===== src/sv/vector_allpass_delay_filter_assert.svh =====
// Assertion helpers for the allpass filter block.
`ifndef VECTOR_ALLPASS_DELAY_FILTER_ASSERT_SVH
`define VECTOR_ALLPASS_DELAY_FILTER_ASSERT_SVH

// same-cycle implication
`define VAPD_ASSERT_IMPL(name, clk, rst_n, ante, cons) \
    name: assert property (@(posedge clk) disable iff (!rst_n) (ante) |-> (cons)) \
        else $error("vapd: same-cycle check failed");

// next-cycle implication
`define VAPD_ASSERT_NEXT(name, clk, rst_n, ante, cons) \
    name: assert property (@(posedge clk) disable iff (!rst_n) (ante) |=> (cons)) \
        else $error("vapd: next-cycle check failed");

`endif


===== src/sv/vapd_pkg.sv =====
package vapd_pkg;

    localparam int LANES     = 8;
    localparam int LAST_LANE = LANES - 1;
    localparam int LANE_W    = $clog2(LANES);

    localparam int SAMPLE_W  = 16;
    localparam int ACC_W     = 34;
    localparam int FRAC_W    = 14;
    localparam int RING_W    = 13;
    localparam int DLY_W     = 12;
    localparam int ADDR_W    = 4;
    localparam int DATA_W    = 32;

    localparam logic [1:0] REG_AM    = 2'd0;
    localparam logic [1:0] REG_B0    = 2'd1;
    localparam logic [1:0] REG_RING  = 2'd2;
    localparam logic [1:0] REG_DELAY = 2'd3;

    typedef logic signed [SAMPLE_W-1:0] t_sample;
    typedef logic signed [ACC_W-1:0]    t_acc;

    localparam t_sample AM_RST    = 16'sd0;
    localparam t_sample B0_RST    = 16'sd16384;
    localparam logic [RING_W-1:0] RING_RST  = 13'd4096;
    localparam logic [DLY_W-1:0]  DELAY_RST = 12'd8;
    localparam logic [RING_W-1:0] RING_MIN  = 13'd8;

    localparam t_acc ACC_HALF = 34'sd8192;
    localparam t_acc ACC_MAX  = 34'sd32767;
    localparam t_acc ACC_MIN  = -34'sd32768;

    typedef struct packed {
        t_sample sample_0;
        t_sample sample_1;
        t_sample sample_2;
        t_sample sample_3;
        t_sample sample_4;
        t_sample sample_5;
        t_sample sample_6;
        t_sample sample_7;
    } t_in_item;

    typedef struct packed {
        t_sample filtered_0;
        t_sample filtered_1;
        t_sample filtered_2;
        t_sample filtered_3;
        t_sample filtered_4;
        t_sample filtered_5;
        t_sample filtered_6;
        t_sample filtered_7;
    } t_out_item;

    typedef struct packed {
        logic v_en;
        logic y_en;
    } t_lane_ctl;

    typedef struct packed {
        logic busy;
        logic done;
    } t_mod_stat;

    // divide by 2^14, round half up, clamp to 16 bits
    function automatic t_sample round_sat(input t_acc acc);
        t_acc a;
        t_acc q;
        a = acc + ACC_HALF;
        q = a >>> FRAC_W;
        if (q > ACC_MAX) begin
            q = ACC_MAX;
        end else if (q < ACC_MIN) begin
            q = ACC_MIN;
        end
        return t_sample'(q);
    endfunction

endpackage


===== src/sv/vapd_lane.sv =====
module vapd_lane (
    input  logic               i_clk,
    input  vapd_pkg::t_lane_ctl i_ctl,
    input  vapd_pkg::t_sample  i_x,
    input  vapd_pkg::t_sample  i_d,
    input  vapd_pkg::t_sample  i_am,
    input  vapd_pkg::t_sample  i_b0,
    output vapd_pkg::t_sample  o_v,
    output vapd_pkg::t_sample  o_y
);

    import vapd_pkg::*;

    logic signed [2*SAMPLE_W-1:0] prod_v;
    logic signed [2*SAMPLE_W-1:0] prod_y;
    t_acc    acc_v;
    t_acc    acc_y;
    t_sample r_v;
    t_sample r_y;

    // full-width signed products
    assign prod_v = i_am * i_d;
    assign prod_y = i_b0 * r_v;

    // v = x - am*d
    assign acc_v = (t_acc'(i_x) <<< FRAC_W) - t_acc'(prod_v);
    // y = b0*v + d
    assign acc_y = t_acc'(prod_y) + (t_acc'(i_d) <<< FRAC_W);

    always_ff @(posedge i_clk) begin
        if (i_ctl.v_en) begin
            r_v <= round_sat(acc_v);
        end
        if (i_ctl.y_en) begin
            r_y <= round_sat(acc_y);
        end
    end

    assign o_v = r_v;
    assign o_y = r_y;

endmodule


===== config.mk =====
export PLATFORM = sky130hd
export DESIGN_NAME = vapd_lane
export DESIGN_NICKNAME = d
export VERILOG_FILES = /design/src/sv/vector_allpass_delay_filter_assert.svh /design/src/sv/vapd_pkg.sv /design/src/sv/vapd_lane.sv
export SDC_FILE = /design/constraint.sdc
export NUM_CORES = 2
export LEC_CHECK = 0
export ABC_AREA = 1
export BUFFER_PORTS_ARGS = -buffer_cell sky130_fd_sc_hd__buf_2
export CAP_MARGIN = 20
export CORE_ASPECT_RATIO = 0.9
export CORE_MARGIN = 2
export CORE_UTILIZATION = 65
export CTS_CLUSTER_DIAMETER = 120
export DETAILED_ROUTE_END_ITERATION = 8
export PLACE_DENSITY = 0.87
export SLEW_MARGIN = 20
export SYNTH_ARGS = -nofsm -noshare
export SYNTH_HDL_FRONTEND = slang
export SYNTH_SLANG_ARGS = --single-unit

===== constraint.sdc =====
create_clock -name i_clk -period 10.9 [get_ports i_clk]
set_input_delay 2.18 -clock i_clk [delete_from_list [all_inputs] [get_ports i_clk]]
set_output_delay 2.18 -clock i_clk [all_outputs]
set_load 0.1 [all_outputs]

-- Word-level counts from Yosys, hierarchy flattened
Cells that the tools add are included.
- output and inout bits: 32
- logic and storage cells: 14
- bits in registers: 32
- bits of input ports: 67
- magnitude comparators: 4
- add/subtract/negate cells: 4
- $mul: 2
- muxes and demuxes: 2
- operators by type and width (operator ; count):
    33-bit by 15-bit adder with 34-bit output, second input constant ; 2
    16-bit by 16-bit multiplier with 32-bit output ; 2
    20-bit by 16-bit > comparator with 1-bit output, second input constant ; 2
    20-bit by 16-bit < comparator with 1-bit output, second input constant ; 2
    32-bit by 30-bit adder with 33-bit output ; 1
    30-bit by 32-bit subtractor with 33-bit output ; 1
    16-bit 2-to-1 mux ; 2

-- Longest topological paths before layout
- depth in word-level cells: 5
- mapped depth: 32
- gate-level depth less buffers: 29

-- Worst setup path before layout
No wires, ideal clock.
- path kind: input-to-reg
- start: in i_d[4]
- end: reg r_v[0], in the netlist o_v[0] (data pin)
- arrival time: 7679 ps
- required time: 10648 ps
- path slack: 2968 ps
- stages on the path: 28
- path buffers: 3
- setup time: 252 ps
- path through: clkbuf_1 -> clkbuf_1 -> nand2_1 -> inv_1 -> fa_1 -> fa_1 -> inv_1 -> fa_1 -> inv_1 -> fa_1 -> inv_1 -> fa_1 -> inv_1 -> fa_1 -> inv_1 -> ha_1 -> nand2_1 -> nor2_1 -> nand2_1 -> nor4_1 -> nand2_1 -> nand3_1 -> nand2_1 -> nor2_1 -> nand3b_1 -> nand2_2 -> buf_6 -> nand2_1
- cells in the longest elaborated chain, start to end: 5
- ends and longest elaborated chain (what ; line ; source):
    start, declared ; vapd_lane.sv:5 ; input vapd_pkg::t_sample i_d,
    16-bit by 16-bit multiplier with 32-bit output * ; vapd_lane.sv:22 ; assign prod_v = i_am * i_d;
    30-bit by 32-bit subtractor with 33-bit output * ; vapd_lane.sv:26 ; assign acc_v = (t_acc'(i_x) <<< FRAC_W) - t_acc'(prod_v);
    33-bit by 15-bit adder with 34-bit output * ; vapd_pkg.sv:69 ; a = acc + ACC_HALF;
    20-bit by 16-bit < comparator with 1-bit output ; vapd_pkg.sv:73 ; end else if (q < ACC_MIN) begin
    16-bit 2-to-1 mux ; vapd_pkg.sv:73 ;
    end signal, assigned ; vapd_lane.sv:32 ; r_v <= round_sat(acc_v);
    end, declared ; vapd_lane.sv:18 ; t_sample r_v;
Mark *: on every way between the ends. The rest lies on a longest branch, timed or not.
A chain may end at the register's enable or synchronous reset.

-- Worst setup path after layout
- start: in i_b0[15]
- end: reg r_y[10], in the netlist o_y[10] (data pin)
- cells in the longest elaborated chain, start to end: 5
- ends and longest elaborated chain (what ; line ; source):
    start, declared ; vapd_lane.sv:7 ; input vapd_pkg::t_sample i_b0,
    16-bit by 16-bit multiplier with 32-bit output * ; vapd_lane.sv:23 ; assign prod_y = i_b0 * r_v;
    32-bit by 30-bit adder with 33-bit output * ; vapd_lane.sv:28 ; assign acc_y = t_acc'(prod_y) + (t_acc'(i_d) <<< FRAC_W);
    33-bit by 15-bit adder with 34-bit output * ; vapd_pkg.sv:69 ;
    20-bit by 16-bit < comparator with 1-bit output ; vapd_pkg.sv:73 ;
    16-bit 2-to-1 mux ; vapd_pkg.sv:73 ;
    end signal, assigned ; vapd_lane.sv:35 ; r_y <= round_sat(acc_y);
    end, declared ; vapd_lane.sv:19 ; t_sample r_y;
Marked as above.

==> impl_metrics.toml <==
[route]
drt_pass1_iterations = 5
viasPerCell = 5.276
wirelength_um = 58670
ant_nets = 0
drc = 0
wl_per_cell_um = 16.33
vias = 18960
drtIter0Drc = 1360

[timing]
rsz0062_at_grt = "false"
finalSetupTns_ps = 0
finalCritPeriodShare_pct = 76.79
tightest_slew_ps = 985.5
setup_viol = 0
min_period_ps = 8370
drv_slew = 0
max_slew_margin_pct = 34.30
clock_skew_ps = 1.948
hold_viol = 0
fmax_ghz = 0.1195

[setup_path]
reg2reg_setup_slack_ps = 3810
cp_data_required_time_ps = 10920
crit_arrival_ps = 8390
reg2regPathDepth = 23
cp_max_fo = 16
r2r_start = "o_v[1]"
endpoint_kind = "flop"
critPathLaunchType = "input port"
r2r_end = "o_y[10]"
critical_path_class = "in2reg"

[cts]
postCtsHoldBufs = 0
postCtsSetupBuffers = 0
cts.clk_slew.worst_paths_ps = 50
clk_path_buf_depth = 2
clk_latency_ps = 280
cts_tree = "built"
cts_buffers = 5
cts_root_buf = "clkbuf_16"
h-tree-depth = 2
cts_resized = 0
cts_sinks = 32

[final_layout]
mostFrequentLayoutCells = "inv_1 (1,072), nand2_1 (815), fa_1 (580)"
syn2layout_area_growth_pct = 3.062
final_nets = 3945
drive_gt1_share_pct = 3.861
final_common_cell = "inv_1"

[placement]
gp_congestion = 0.9423
dpl.hpwl_um = 50300
portBuffers = 98

[grt]
grt_max_degree = 18
antenna_found_initial = 2
grt_pass1_wl_um = 102100
grt_pass1_vias = 21590
track_usage_pct = 32.51
grt-ovfl-total = 0

[logic_synthesis]
synthTopCellsByArea = "fa_1 (48%), inv_1 (17%), nand2_1 (13%)"
synth_xor_area_share_pct = 1.265
synth_fa_ha_area_share_pct = 57.73
synth-async-reset-ratio_pct = 0
synth_edf_count = 32
synth.top_cell.area_share_pct = 47.92
syn_inst = 3126
ys_ff_latch = 32
synth.avg_cell_area_um2 = 7.752
yosys.area_share.simple_pct = 15.74
synthMuxAreaShare_pct = 0
synth_compound_area_share_pct = 2.639
synth_nets = 3963
synth_top_area_cell = "fa_1"
ys.flop_type = "edfxtp_1"
syn_area_mm2 = 0.02423
synth_cell_types = 36
synth_top_family_by_area = "adder cells"
synth.yosys.seq_area_share_pct = 3.966
ys.warnings.count = 0

[die]
initial_core_util_pct = 65.55
die_y_um = 187.2
die_x_um = 207.5
io_pins = 99
die-area_mm2 = 0.03884
placementRows = 67
core_mm2 = 0.03697

[run]
cap_violations = 0

[min_path]
min_path_type = "reg2reg"
min_path_cells = 11
hold_path_end = "o_y[1]"
hold_start = "o_v[0]"

[outcome]
outcome = "finished, final reports clean"
==> sequential cells by signal, summed over array words and instances, names as in the netlist <==
register	flops
o_y	16
o_v	16
==> cell usage after synthesis, types with 3 or more instances <==
cell	number
a21o_1	3
a21oi_1	63
a31oi_1	4
buf_6	4
clkbuf_1	117
edfxtp_1	32
fa_1	580
ha_1	190
inv_1	1072
nand2_1	815
nand2_2	7
nand3_1	32
nor2_1	101
nor3_1	7
nor4_1	5
o211ai_1	3
o21ai_0	16
o21bai_1	15
or2_2	5
xnor2_1	19
xor2_1	16
==> worst max-delay path, cell delays in order <==
cell and delay, ps:
buf_2 300, nand2_1 200, inv_1 140, fa_1 540, fa_1 840, inv_1 200, fa_1 530, inv_1 60
fa_1 500, fa_1 490, inv_1 40, fa_1 470, inv_1 40, ha_1 360, a21oi_1 230, nor2_1 60
nor2_1 130, nand2_1 60, a21oi_1 170, nand3_1 100, nand2_1 120, nand3_2 110, o21ai_4 370, nand2_1 120
==> metrics by stage <==
step                cell area (um^2)  hold slack (ps)  setup WS, ps  instances  util (%)
detailed placement             24840             1619          2322       3584     67.18
global route                   24970             1782          2072       3593     67.55
CTS                            24970             1631          2591       3591     67.54
floorplan                      24230             1604          2968       3126         -
finish                         24970             1657          2530       3593     67.55
global placement               24840             1593          2460       3584     67.18
==> worst max path at each step <==
stage / from / end / slack [ps] / cells past startpoint
6_report: i_b0[15] / o_y[10] / 2530 / 24
3_5_place_dp: i_b0[15] / o_y[10] / 2320 / 24
2_1_floorplan: i_d[4] / o_v[0] / 2970 / 28
4_1_cts: i_b0[15] / o_y[10] / 2590 / 24
3_3_place_gp: i_b0[15] / o_y[0] / 2460 / 24
5_1_grt: i_b0[15] / o_y[3] / 2070 / 24
==> layout make-up <==
cell class                      count  area [um^2]
Clock buffer                        5        125.1
Sequential cell                    32        960.9
Fill cell                        2945        12000
Tap cell                          483        604.3
Inverter                         1072         4024
Timing Repair Buffer               99        498.0
Clock inverter                      2        7.507
Multi-Input combinational cell   1898        18750
Antenna cell                        2        5.005
==> layer usage <==
metal / up-vias / wire, um / global-route usage [%]
met3: 191 / 5257 / 4.785
li1: 8570 / - / -
met1: 9308 / 22730 / 42.43
met2: 889 / 28310 / 55.64
met5: - / 0 / 0
met4: 0 / 2373 / 11.90
==> cell families after synthesis <==
logic type | after synthesis
flops | 32
compound gates | 111
xor+xnor | 35
buf+inv | 1196
fa+ha+maj | 770
simple gates | 982
Power is not shown: default switching activity piles up to over one toggle a cycle in this logic, so the estimate is an artifact.
