[src/sv/vector_allpass_delay_filter_assert.svh]
// Assertion helpers for the allpass filter block.
`ifndef VECTOR_ALLPASS_DELAY_FILTER_ASSERT_SVH
`define VECTOR_ALLPASS_DELAY_FILTER_ASSERT_SVH

// same-cycle implication
`define VAPD_ASSERT_IMPL(name, clk, rst_n, ante, cons) \
    name: assert property (@(posedge clk) disable iff (!rst_n) (ante) |-> (cons)) \
        else $error("vapd: same-cycle check failed");

// next-cycle implication
`define VAPD_ASSERT_NEXT(name, clk, rst_n, ante, cons) \
    name: assert property (@(posedge clk) disable iff (!rst_n) (ante) |=> (cons)) \
        else $error("vapd: next-cycle check failed");

`endif

[src/sv/vapd_pkg.sv]
package vapd_pkg;

    localparam int LANES     = 8;
    localparam int LAST_LANE = LANES - 1;
    localparam int LANE_W    = $clog2(LANES);

    localparam int SAMPLE_W  = 16;
    localparam int ACC_W     = 34;
    localparam int FRAC_W    = 14;
    localparam int RING_W    = 13;
    localparam int DLY_W     = 12;
    localparam int ADDR_W    = 4;
    localparam int DATA_W    = 32;

    localparam logic [1:0] REG_AM    = 2'd0;
    localparam logic [1:0] REG_B0    = 2'd1;
    localparam logic [1:0] REG_RING  = 2'd2;
    localparam logic [1:0] REG_DELAY = 2'd3;

    typedef logic signed [SAMPLE_W-1:0] t_sample;
    typedef logic signed [ACC_W-1:0]    t_acc;

    localparam t_sample AM_RST    = 16'sd0;
    localparam t_sample B0_RST    = 16'sd16384;
    localparam logic [RING_W-1:0] RING_RST  = 13'd4096;
    localparam logic [DLY_W-1:0]  DELAY_RST = 12'd8;
    localparam logic [RING_W-1:0] RING_MIN  = 13'd8;

    localparam t_acc ACC_HALF = 34'sd8192;
    localparam t_acc ACC_MAX  = 34'sd32767;
    localparam t_acc ACC_MIN  = -34'sd32768;

    typedef struct packed {
        t_sample sample_0;
        t_sample sample_1;
        t_sample sample_2;
        t_sample sample_3;
        t_sample sample_4;
        t_sample sample_5;
        t_sample sample_6;
        t_sample sample_7;
    } t_in_item;

    typedef struct packed {
        t_sample filtered_0;
        t_sample filtered_1;
        t_sample filtered_2;
        t_sample filtered_3;
        t_sample filtered_4;
        t_sample filtered_5;
        t_sample filtered_6;
        t_sample filtered_7;
    } t_out_item;

    typedef struct packed {
        logic v_en;
        logic y_en;
    } t_lane_ctl;

    typedef struct packed {
        logic busy;
        logic done;
    } t_mod_stat;

    // divide by 2^14, round half up, clamp to 16 bits
    function automatic t_sample round_sat(input t_acc acc);
        t_acc a;
        t_acc q;
        a = acc + ACC_HALF;
        q = a >>> FRAC_W;
        if (q > ACC_MAX) begin
            q = ACC_MAX;
        end else if (q < ACC_MIN) begin
            q = ACC_MIN;
        end
        return t_sample'(q);
    endfunction

endpackage

[src/sv/vapd_modu.sv]
module vapd_modu #(
    parameter int POS_W = 12
) (
    input  logic                        i_clk,
    input  logic                        i_rst_n,
    input  logic                        i_start,
    input  logic [vapd_pkg::DLY_W-1:0]  i_dividend,
    input  logic [POS_W:0]              i_divisor,
    output vapd_pkg::t_mod_stat         o_stat,
    output logic [POS_W-1:0]            o_rem
);

    import vapd_pkg::*;

    localparam int CNT_W = $clog2(DLY_W + 1);
    localparam int IDX_W = $clog2(DLY_W);

    logic             r_busy;
    logic             r_done;
    logic [CNT_W-1:0] r_cnt;
    logic [POS_W-1:0] r_rem;
    logic [IDX_W-1:0] bit_idx;
    logic [POS_W:0]   shifted;
    logic [POS_W-1:0] n_rem;

    // restoring remainder, one dividend bit per cycle
    assign bit_idx = IDX_W'(r_cnt - CNT_W'(1));
    assign shifted = {r_rem, i_dividend[bit_idx]};
    assign n_rem   = (shifted >= i_divisor) ? POS_W'(shifted - i_divisor) : shifted[POS_W-1:0];

    always_ff @(posedge i_clk) begin
        if (!i_rst_n) begin
            r_busy <= 1'b1;
            r_done <= 1'b0;
            r_cnt  <= CNT_W'(DLY_W);
            r_rem  <= '0;
        end else if (i_start) begin
            r_busy <= 1'b1;
            r_done <= 1'b0;
            r_cnt  <= CNT_W'(DLY_W);
            r_rem  <= '0;
        end else if (r_busy) begin
            r_rem <= n_rem;
            r_cnt <= r_cnt - CNT_W'(1);
            if (r_cnt == CNT_W'(1)) begin
                r_busy <= 1'b0;
                r_done <= 1'b1;
            end
        end else begin
            r_done <= 1'b0;
        end
    end

    assign o_stat.busy = r_busy;
    assign o_stat.done = r_done;
    assign o_rem       = r_rem;

endmodule

[config.mk]
export PLATFORM = sky130hd
export DESIGN_NAME = vapd_modu
export DESIGN_NICKNAME = d
export VERILOG_FILES = /design/src/sv/vector_allpass_delay_filter_assert.svh /design/src/sv/vapd_pkg.sv /design/src/sv/vapd_modu.sv
export SDC_FILE = /design/constraint.sdc
export NUM_CORES = 1
export LEC_CHECK = 0
export ABC_AREA = 1
export BUFFER_PORTS_ARGS = -buffer_cell sky130_fd_sc_hd__buf_2
export CORE_MARGIN = 4
export CORE_UTILIZATION = 59
export CTS_BUF_LIST = sky130_fd_sc_hd__clkbuf_16
export DETAILED_ROUTE_END_ITERATION = 6
export PLACE_DENSITY = 0.95
export SLEW_MARGIN = 25
export SYNTH_ARGS = -nofsm -noshare
export SYNTH_HDL_FRONTEND = slang
export SYNTH_SLANG_ARGS = --single-unit
export TNS_END_PERCENT = 1
[constraint.sdc]
create_clock -name i_clk -period 3.7 [get_ports i_clk]
set_input_delay 0.74 -clock i_clk [delete_from_list [all_inputs] [get_ports i_clk]]
set_output_delay 0.74 -clock i_clk [all_outputs]
set_load 0.05 [all_outputs]
Yosys cells after proc, flatten, opt, wreduce, memory -nomap -nowiden. Index checks and enable logic that the tools add are counted.

Word-level logic and storage cells: 18. Input bits: 28. Bits in registers: 18.

Eq/ne operators: 1. Add/subtract/negate cells: 2. Bitwise gates (word level): 2. $lt $le $gt $ge: 2. Reductions and logical operators: 2. Multiplexer cells: 5.

Operator list (count): 13-bit greater-or-equal comparator (1); 12-bit 2-to-1 mux (1); 12-bit subtractor (1); 4-bit by 5-bit less-than comparator with 1-bit output, second input constant (1); 1-bit binary-select mux with 4-bit select (1); 4-bit by 1-bit == test with 1-bit output, second input constant (1); 4-bit by 1-bit subtractor with 4-bit output, second input constant (1); 1-bit 2-to-1 mux (3); 3-bit OR reduction (1); 1-bit NOT (2); 2-bit OR reduction (1).

Depth between registers and ports, before layout. Gate-level depths: netlist (run 1).

Depth in word-level cells: 5. Depth in mapped cells: 19.

Worst setup path after synthesis (run 1). No wires, ideal clock.

Path kind: register to register. Start: reg r_cnt[0]. End: reg r_rem[8] (netlist: o_rem[8]). Path slack: 1.167 ns. Cell stages (with the launch flop): 20. Arrival: 2.413 ns. Period minus slack after synthesis: 2.533 ns. Path through: dfxtp_1 -> inv_2 -> ha_1 -> nor2_1 -> o21ai_0 -> o21ai_0 -> nand3_1 -> nand2_1 -> inv_1 -> ha_1 -> inv_1 -> fa_1 -> nand3_1 -> nand3_1 -> nand2_1 -> nand2_1 -> nand2_1 -> nand3_1 -> nand3_1 -> a21oi_1.

Word-level cells in the longest chain between the ends: 5.

RTL lines: from (decl) (RTL line vapd_modu.sv:20) `logic [CNT_W-1:0] r_cnt;`; from (signal assigned) (RTL line vapd_modu.sv:35) `r_cnt <= CNT_W'(DLY_W);`; from (signal assigned) (RTL line vapd_modu.sv:40) `r_cnt <= CNT_W'(DLY_W);`; from (signal assigned) (RTL line vapd_modu.sv:44) `r_cnt <= r_cnt - CNT_W'(1);`; 4-bit by 1-bit subtractor with 4-bit output (*) (RTL line vapd_modu.sv:27) `assign bit_idx = IDX_W'(r_cnt - CNT_W'(1));`; via bit_idx[0] (RTL line vapd_modu.sv:22) `logic [IDX_W-1:0] bit_idx;`; 1-bit binary-select mux with 4-bit select (*) (RTL line vapd_modu.sv:28) `assign shifted = {r_rem, i_dividend[bit_idx]};`; 1-bit 2-to-1 mux (implied by the code) (*) (RTL line vapd_modu.sv:28); 12-bit subtractor or 13-bit greater-or-equal comparator (tied branches) (RTL line vapd_modu.sv:29) `assign n_rem = (shifted >= i_divisor) ? POS_W'(shifted - i_divisor) : shifted[POS_W-1:0];`; 12-bit 2-to-1 mux (*) (RTL line vapd_modu.sv:29); to (signal assigned) (RTL line vapd_modu.sv:43) `r_rem <= n_rem;`; to (decl) (RTL line vapd_modu.sv:21) `logic [POS_W-1:0] r_rem;`.

The timed path passes the listed nets; every way through them passes the cells marked *. The select of a mux whose other input is x is not followed. A chain may end at the register's enable or synchronous reset.

Worst setup path after layout (run 1).
Start: reg r_cnt[0]. End: reg r_rem[4] (netlist: o_rem[4]).

Same word-level chain as after synthesis.

==> out/results.tsv, run 1 <==
stage	metric	value	unit
timing	fin_crit	3.00	ns
layout	area_delta_synth_final	14.8	%
worst_hold_path	holdCritPathClass	reg2reg	
outcome	outcome	complete, no violations	
clock_tree	cts_tree	built	
timing	final_hold_viol_count	0	
timing	tightest_slew	0.624	ns
placed_design	place_congestion	0.998	
timing	finalClockSkew	0.00356	ns
timing	timing.final.crit_share	0.811	
clock_tree	cts_buffers	3	
floorplanning	die_area	4140	um2
clock_tree	root_buffer	clkbuf_16	
timing	relSlewSlack	0.583	
global_route	overflow	0	
yosys	synth_cell_type_count	27	
floorplanning	core_area	3050	um2
floorplanning	die_y	64.4	um
floorplanning	initial_core_util	0.614	
clock_tree	clkTransAtPathRegs	0.05	ns
worst_setup_path	cp.arrival	3.17	ns
clock_tree	htree_num_levels	1	
clock_tree	cts-resized-gates	0	
floorplanning	die_w	64.4	um
global_route	grt_pass1_vias	1886	
layout	final_cells	387	
drt	wl_per_cell	12.6	um
worst_setup_path	worstSetupStartpointType	flip-flop	
worst_setup_path	worst_ep_required_time	3.87	ns
pwr	power.total	0.552	mW
timing	setup_violations	0	
pwr	peakVddDrop	253	uV
drt	dr.pass1.iters	7	
pwr	p_leak	1.22	nW
drt	drt_iter0_markers	220	
worst_setup_path	cp-end-kind	flip-flop	
clock_tree	clockBufferDepth	2	
placed_design	hpwl	3550	um
yosys	ys_seq_elements	18	
yosys	netlist_area	1870	um2
layout	diodes	0	
global_route	antenna_found_initial	0	
layout	layout_commonest_cell	nand2_1	
placed_design	dp.cells	384	
clock_tree	insertion_delay	0.25	ns
drt	vias_per_cell	5.43	
layout	layout.nets	389	
worst_setup_path	worst-setup-path-type	reg2reg	
layout	final_util	0.705	
layout	final_layout_size_suffix_gt1_frac	0.192	
yosys	avgSynthCellArea	6.09	um2
drt	routed_wl	4870	um
floorplanning	core.rowCount	20	
layout	design_area	2150	um2
floorplanning	ios	42	
drt	drc	0	
worst_setup_path	crit_fanout	10	
placed_design	io_buffers	41	
clock_tree	hold_buffers	0	
global_route	grt_pass1_wl	8220	um
clock_tree	post-cts-setup-buffers	0	
clock_tree	clock-sinks	18	
yosys	yosys_warnings	0	
yosys	syn-instance-count	308	
timing	rsz0062_at_grt	no	
global_route	gr-usage-all-layers	0.245	
yosys	ys_seq_area_frac	0.192	
run	maxCapViolations	0	
layout	mostFrequentLayoutCells	nand2_1 (72), inv_1 (57), buf_2 (41)	
placed_design	placed_area	2080	um2
drt	antenna_left	0	
global_route	grt_max_degree	19	
drt	vias	2102	
pwr	powerDensity	257	nW/um2
yosys	syn-num-nets	352	
timing	tns	0	ns
timing	slew_violations	0	
timing	clock.fmax	333	MHz
-- worst paths after layout --
check                           startpoint   endpoint  slack [ns]  cells past startpoint
worst max register to register    r_cnt[0]   o_rem[4]        0.70                     16
worst min register to register   o_rem[11]  o_rem[11]        0.49                      2
worst max-delay path              r_cnt[0]   o_rem[4]        0.70                     16
worst min-delay path             o_rem[11]  o_rem[11]        0.49                      2
-- sequential cells by signal (all words and copies together) (netlist names) --
name	flops
o_rem	12
r_cnt	4
r_busy	1
r_done	1
-- synthesized netlist by cell type, drive strengths merged --
master  count  share of area
nand2      79           0.17
xor2        4          0.019
xnor2       5          0.023
dfxtp      18           0.19
clkbuf      2         0.0040
buf         8          0.031
a21oi      20          0.059
clkinv      2         0.0040
or2         2         0.0067
nand3      38           0.11
nor2       26          0.060
ha         15           0.10
and2        1         0.0047
nand4      16          0.053
inv        62           0.12
fa          1          0.011
o21ai       9          0.024
-- logic make-up after synthesis --
family          after synthesis  share of synthesized area
simple gates                162                      0.409
buf+inv                      74                      0.163
compound gates               29                     0.0834
flops                        18                      0.192
fa+ha+maj                    16                      0.111
xor+xnor                      9                     0.0421
-- metal layers --
layer | vias to the layer above | GRT usage | routed length [um]
li1 | 1046 | - | -
met1 | 945 | 0.309 | 2040
met2 | 102 | 0.416 | 2340
met3 | 9 | 0.0404 | 426
met4 | 0 | 0.0897 | 63
met5 | - | 0 | 0
-- cell type report --
class | count | area (um2)
multi-input combinational | 216 | 1210
fill | 269 | 901
sequential | 18 | 360
inverter | 64 | 240
timing repair buffer | 42 | 213
clock buffer | 3 | 75.1
tap | 44 | 55.1
-- report_power, final --
group	switching, mW	internal (mW)
clock	0.0768	0.143
sequential	0.00493	0.198
combinational	0.0788	0.0512
-- metrics by stage --
| step | hold slack, ns | setup WS (ns) |
|---|---|---|
| after floorplan | 0.475 | 1.17 |
| after global placement | 0.480 | 0.913 |
| after detailed placement | 0.486 | 0.800 |
| after CTS | 0.494 | 0.743 |
| after global routing | 0.531 | 0.389 |
| final | 0.490 | 0.698 |
-- worst max-delay path: stages, from the launching register on --
cell and delay (ns):
dfxtp_1 0.46, inv_2 0.13, ha_1 0.25, xnor2_1 0.27, nand3_1 0.11, nand3_1 0.09, nand2_1 0.08, inv_1 0.06
ha_1 0.13, inv_1 0.09, fa_1 0.48, nand3_1 0.13, nand3_1 0.12, xnor2_1 0.15, nand2_1 0.07, nand3_1 0.09
a21oi_1 0.20
Power figures use the tool's default switching activity.
==> run 2, diff against run 1 <==
ABC_AREA = 0   (was 1)
CORE_UTILIZATION = 52   (was 59)
PLACE_DENSITY = 0.91   (was 0.95)
clock period = 3.1 ns   (was 3.7 ns; I/O delays follow)
==> run 2 against run 1 <==
The run now ends with negative setup slack left. Total power rose by 19%. Worst setup slack got worse by 0.71 ns. Critical path type unchanged. Critical path depth fell by 1.
==> out/results.tsv, run 2 <==
stage	metric	value	unit
outcome	outcome	finished, violations left	
outcome	violations	negative setup slack	
yosys	synth_edf_count	0	
timing	rsz0062_at_grt	yes	
worst_setup_path	worst_ep_required_time	3.22	ns
yosys	synth_area_leader_cell	dfxtp_1	
worst_hold_path	min_path_cells	2	
worst_setup_path	slowest_delay	0.40	ns
yosys	syn-num-nets	228	
global_route	grt_pass1_vias	1395	
drt	routed_wl	3760	um
timing	tns	-0.00869	ns
drt	vias_per_cell	5.73	
floorplanning	ios	42	
global_route	antenna_found_initial	0	
floorplanning	core_area	2760	um2
pwr	powerDensity	341	nW/um2
layout	mostFrequentLayoutCells	buf_2 (41), a21oi_1 (20), nor2_1 (16), dfxtp_1 (16), inv_1 (14)	
drt	antenna_left	0	
timing	fin_ws	-0.00869	ns
clock_tree	cts_tree	built	
clock_tree	clockBufferDepth	2	
yosys	async_flop_share	0	
yosys	synthFlopType	dfxtp_1	
timing	setup_violations	1	
layout	layout_commonest_cell	buf_2	
timing	final_hold_viol_count	0	
clock_tree	clock-sinks	18	
global_route	grt_max_degree	19	
pwr	pwr-share-comb	0.237	
pwr	clkPwrFrac	0.396	
yosys	netlist_area	1500	um2
clock_tree	cts_buffers	3	
global_route	top_usage_layer	met2	
placed_design	hpwl	2850	um
global_route	grt_pass1_wl	5850	um
drt	vias	1500	
timing	relSlewSlack	0.669	
timing	clock.fmax	322	MHz
yosys	ys_seq_elements	18	
worst_setup_path	path_cells	inv_2 -> ha_4 -> mux4_2 -> mux2_4 -> a21oi_4 -> ha_2 -> inv_2 -> fa_2 -> a21oi_2 -> o22ai_2 -> o221ai_2 -> xor2_1 -> nor2_1 -> a21oi_1 -> a21oi_1	
yosys	synth_top_area_frac	0.240	
worst_setup_path	rr_worst_depth	15	
worst_setup_path	worst-setup-path-type	reg2reg	
yosys	yosysMostFrequentCell	a21oi_1	
yosys	avgSynthCellArea	8.15	um2
drt	drt_iter0_markers	82	
global_route	met1_usage	0.226	
clock_tree	insertion_delay	0.25	ns
timing	finalClockSkew	0.00164	ns
floorplanning	die_y	61.7	um
layout	area_delta_synth_final	28.8	%
layout	layout.nets	277	
global_route	overflow	0	
drt	dr.pass1.iters	4	
clock_tree	root_buffer	clkbuf_16	
worst_setup_path	cp-end-kind	flip-flop	
yosys	yosys_warnings	0	
global_route	met3_usage	0.0558	
clock_tree	clkTransAtPathRegs	0.05	ns
timing	slew_violations	0	
yosys	ys_seq_area_frac	0.240	
pwr	p_leak	0.955	nW
pwr	switching_share	0.262	
layout	largest_register_ff_count	12	
layout	final_util	0.700	
yosys	syn-instance-count	184	
run	maxCapViolations	0	
worst_setup_path	worstSetupStartpointType	flip-flop	
timing	tightest_slew	0.496	ns
worst_setup_path	reg2reg_to	o_rem[10]	
global_route	gr-usage-all-layers	0.206	
worst_setup_path	crit_fanout	5	
worst_hold_path	hold_end	r_done	
worst_setup_path	cp.arrival	3.23	ns
global_route	grt.met2_usage	0.371	
worst_setup_path	r2r-start	r_cnt[0]	
floorplanning	core.rowCount	19	
worst_hold_path	hp-start	r_done	
layout	diodes	0	
placed_design	place_congestion	0.875	
worst_setup_path	cpMaxStageDelayCell	fa_2	
floorplanning	die_area	3810	um2
layout	final_layout_size_suffix_gt1_frac	0.338	
timing	fin_crit	3.11	ns
floorplanning	initial_core_util	0.544	
drt	drc	0	
yosys	synth_common_cells	a21oi_1 (23), dfxtp_1 (18), inv_1 (17)	
yosys	ys_top_cells_by_area	dfxtp_1 (24%), ha_1 (13%), a21oi_1 (7.7%)	
floorplanning	die_w	61.7	um
clock_tree	htree_num_levels	1	
worst_hold_path	holdCritPathClass	reg2reg	
drt	wl_per_cell	14.4	um
timing	timing.final.crit_share	1.00	
pwr	peakVddDrop	380	uV
pwr	power_frac_seq	0.367	
yosys	synth_cell_type_count	44	
pwr	switching_power	0.172	mW
worst_setup_path	r2r_setup_slack	-0.009	ns
pwr	intPower	0.486	mW
placed_design	io_buffers	41	
[run 2: cell types whose count changed in the layout (fill, tap and decap cells not counted), sizes merged, moves of 5 or more]
cell   before  now
nor3        0    5
o21ai       9   14
inv        62   17
buf        42   52
nand3      38    7
nand2      79    6
nand4      16    2
nor2       26   16
mux2i       0    6
[run 2: what timing repair did]
item                       CTS  global route
buffers inserted             0             1
setup endpoints to repair   10            12
pin swaps                    2            11
resized for setup            6            11
hold buffers                 0             0
[run 2: per-layer routing]
layer  vias to the layer above  wire length [um]
met2                        34              1950
met1                       701              1570
met4                         0                65
met3                         7               179
li1                        758                 -
met5                         -                 0
[run 2: how the worst max path moves through the flow]
stage	from	endpoint	slack, ns	cells past startpoint
2_1_floorplan	r_cnt[0]	o_rem[1]	0.02	14
3_3_place_gp	i_dividend[8]	o_rem[10]	-0.13	14
3_5_place_dp	i_dividend[8]	o_rem[10]	-0.24	14
4_1_cts	r_cnt[1]	o_rem[10]	-0.03	15
5_1_grt	r_cnt[0]	o_rem[10]	-0.17	15
6_report	r_cnt[0]	o_rem[10]	-0.009	15
[run 2: power groups by stage]
stage,registers (mW),clock network (mW),logic [mW]
global route,0.242,0.277,0.169
CTS,0.240,0.263,0.143
floorplan,0.249,0,0.0919
finish,0.241,0.261,0.156
detailed placement,0.245,0,0.141
global placement,0.245,0,0.134
[run 2: critical path, delay by kind of cell (launching register included)]
kind            cells  cell delay (ns)
compound gates      6             0.78
xor+xnor            1             0.17
fa+ha+maj           3             0.88
simple gates        1             0.07
flops               1             0.38
buf+inv             2             0.09
mux                 2             0.60
[run 2: layout make-up]
class | instances | area (um2)
Multi-Input combinational cell | 141 | 1090
Fill cell | 210 | 827
Sequential cell | 18 | 365
Timing Repair Buffer | 52 | 295
Clock buffer | 3 | 75.1
Inverter | 17 | 63.8
Tap cell | 31 | 38.8
[run 2: kinds of logic after synthesis]
| kind of cell | synth area share |
|---|---|
| fa+ha+maj | 0.139 |
| simple gates | 0.163 |
| compound gates | 0.228 |
| buf+inv | 0.0734 |
| xor+xnor | 0.0643 |
| flops | 0.240 |
| mux | 0.0927 |
[run 2: metrics by stage]
stage	instance area, um2	power, mW	hold slack, ns	setup slack (ns)	std cells
finish	1930	0.658	0.472	-0.00869	262
global route	1930	0.688	0.535	-0.167	262
CTS	1890	0.647	0.479	-0.0290	261
detailed placement	1790	0.386	0.464	-0.240	258
global placement	1790	0.379	0.455	-0.131	258
floorplan	1520	0.341	0.438	0.0246	184
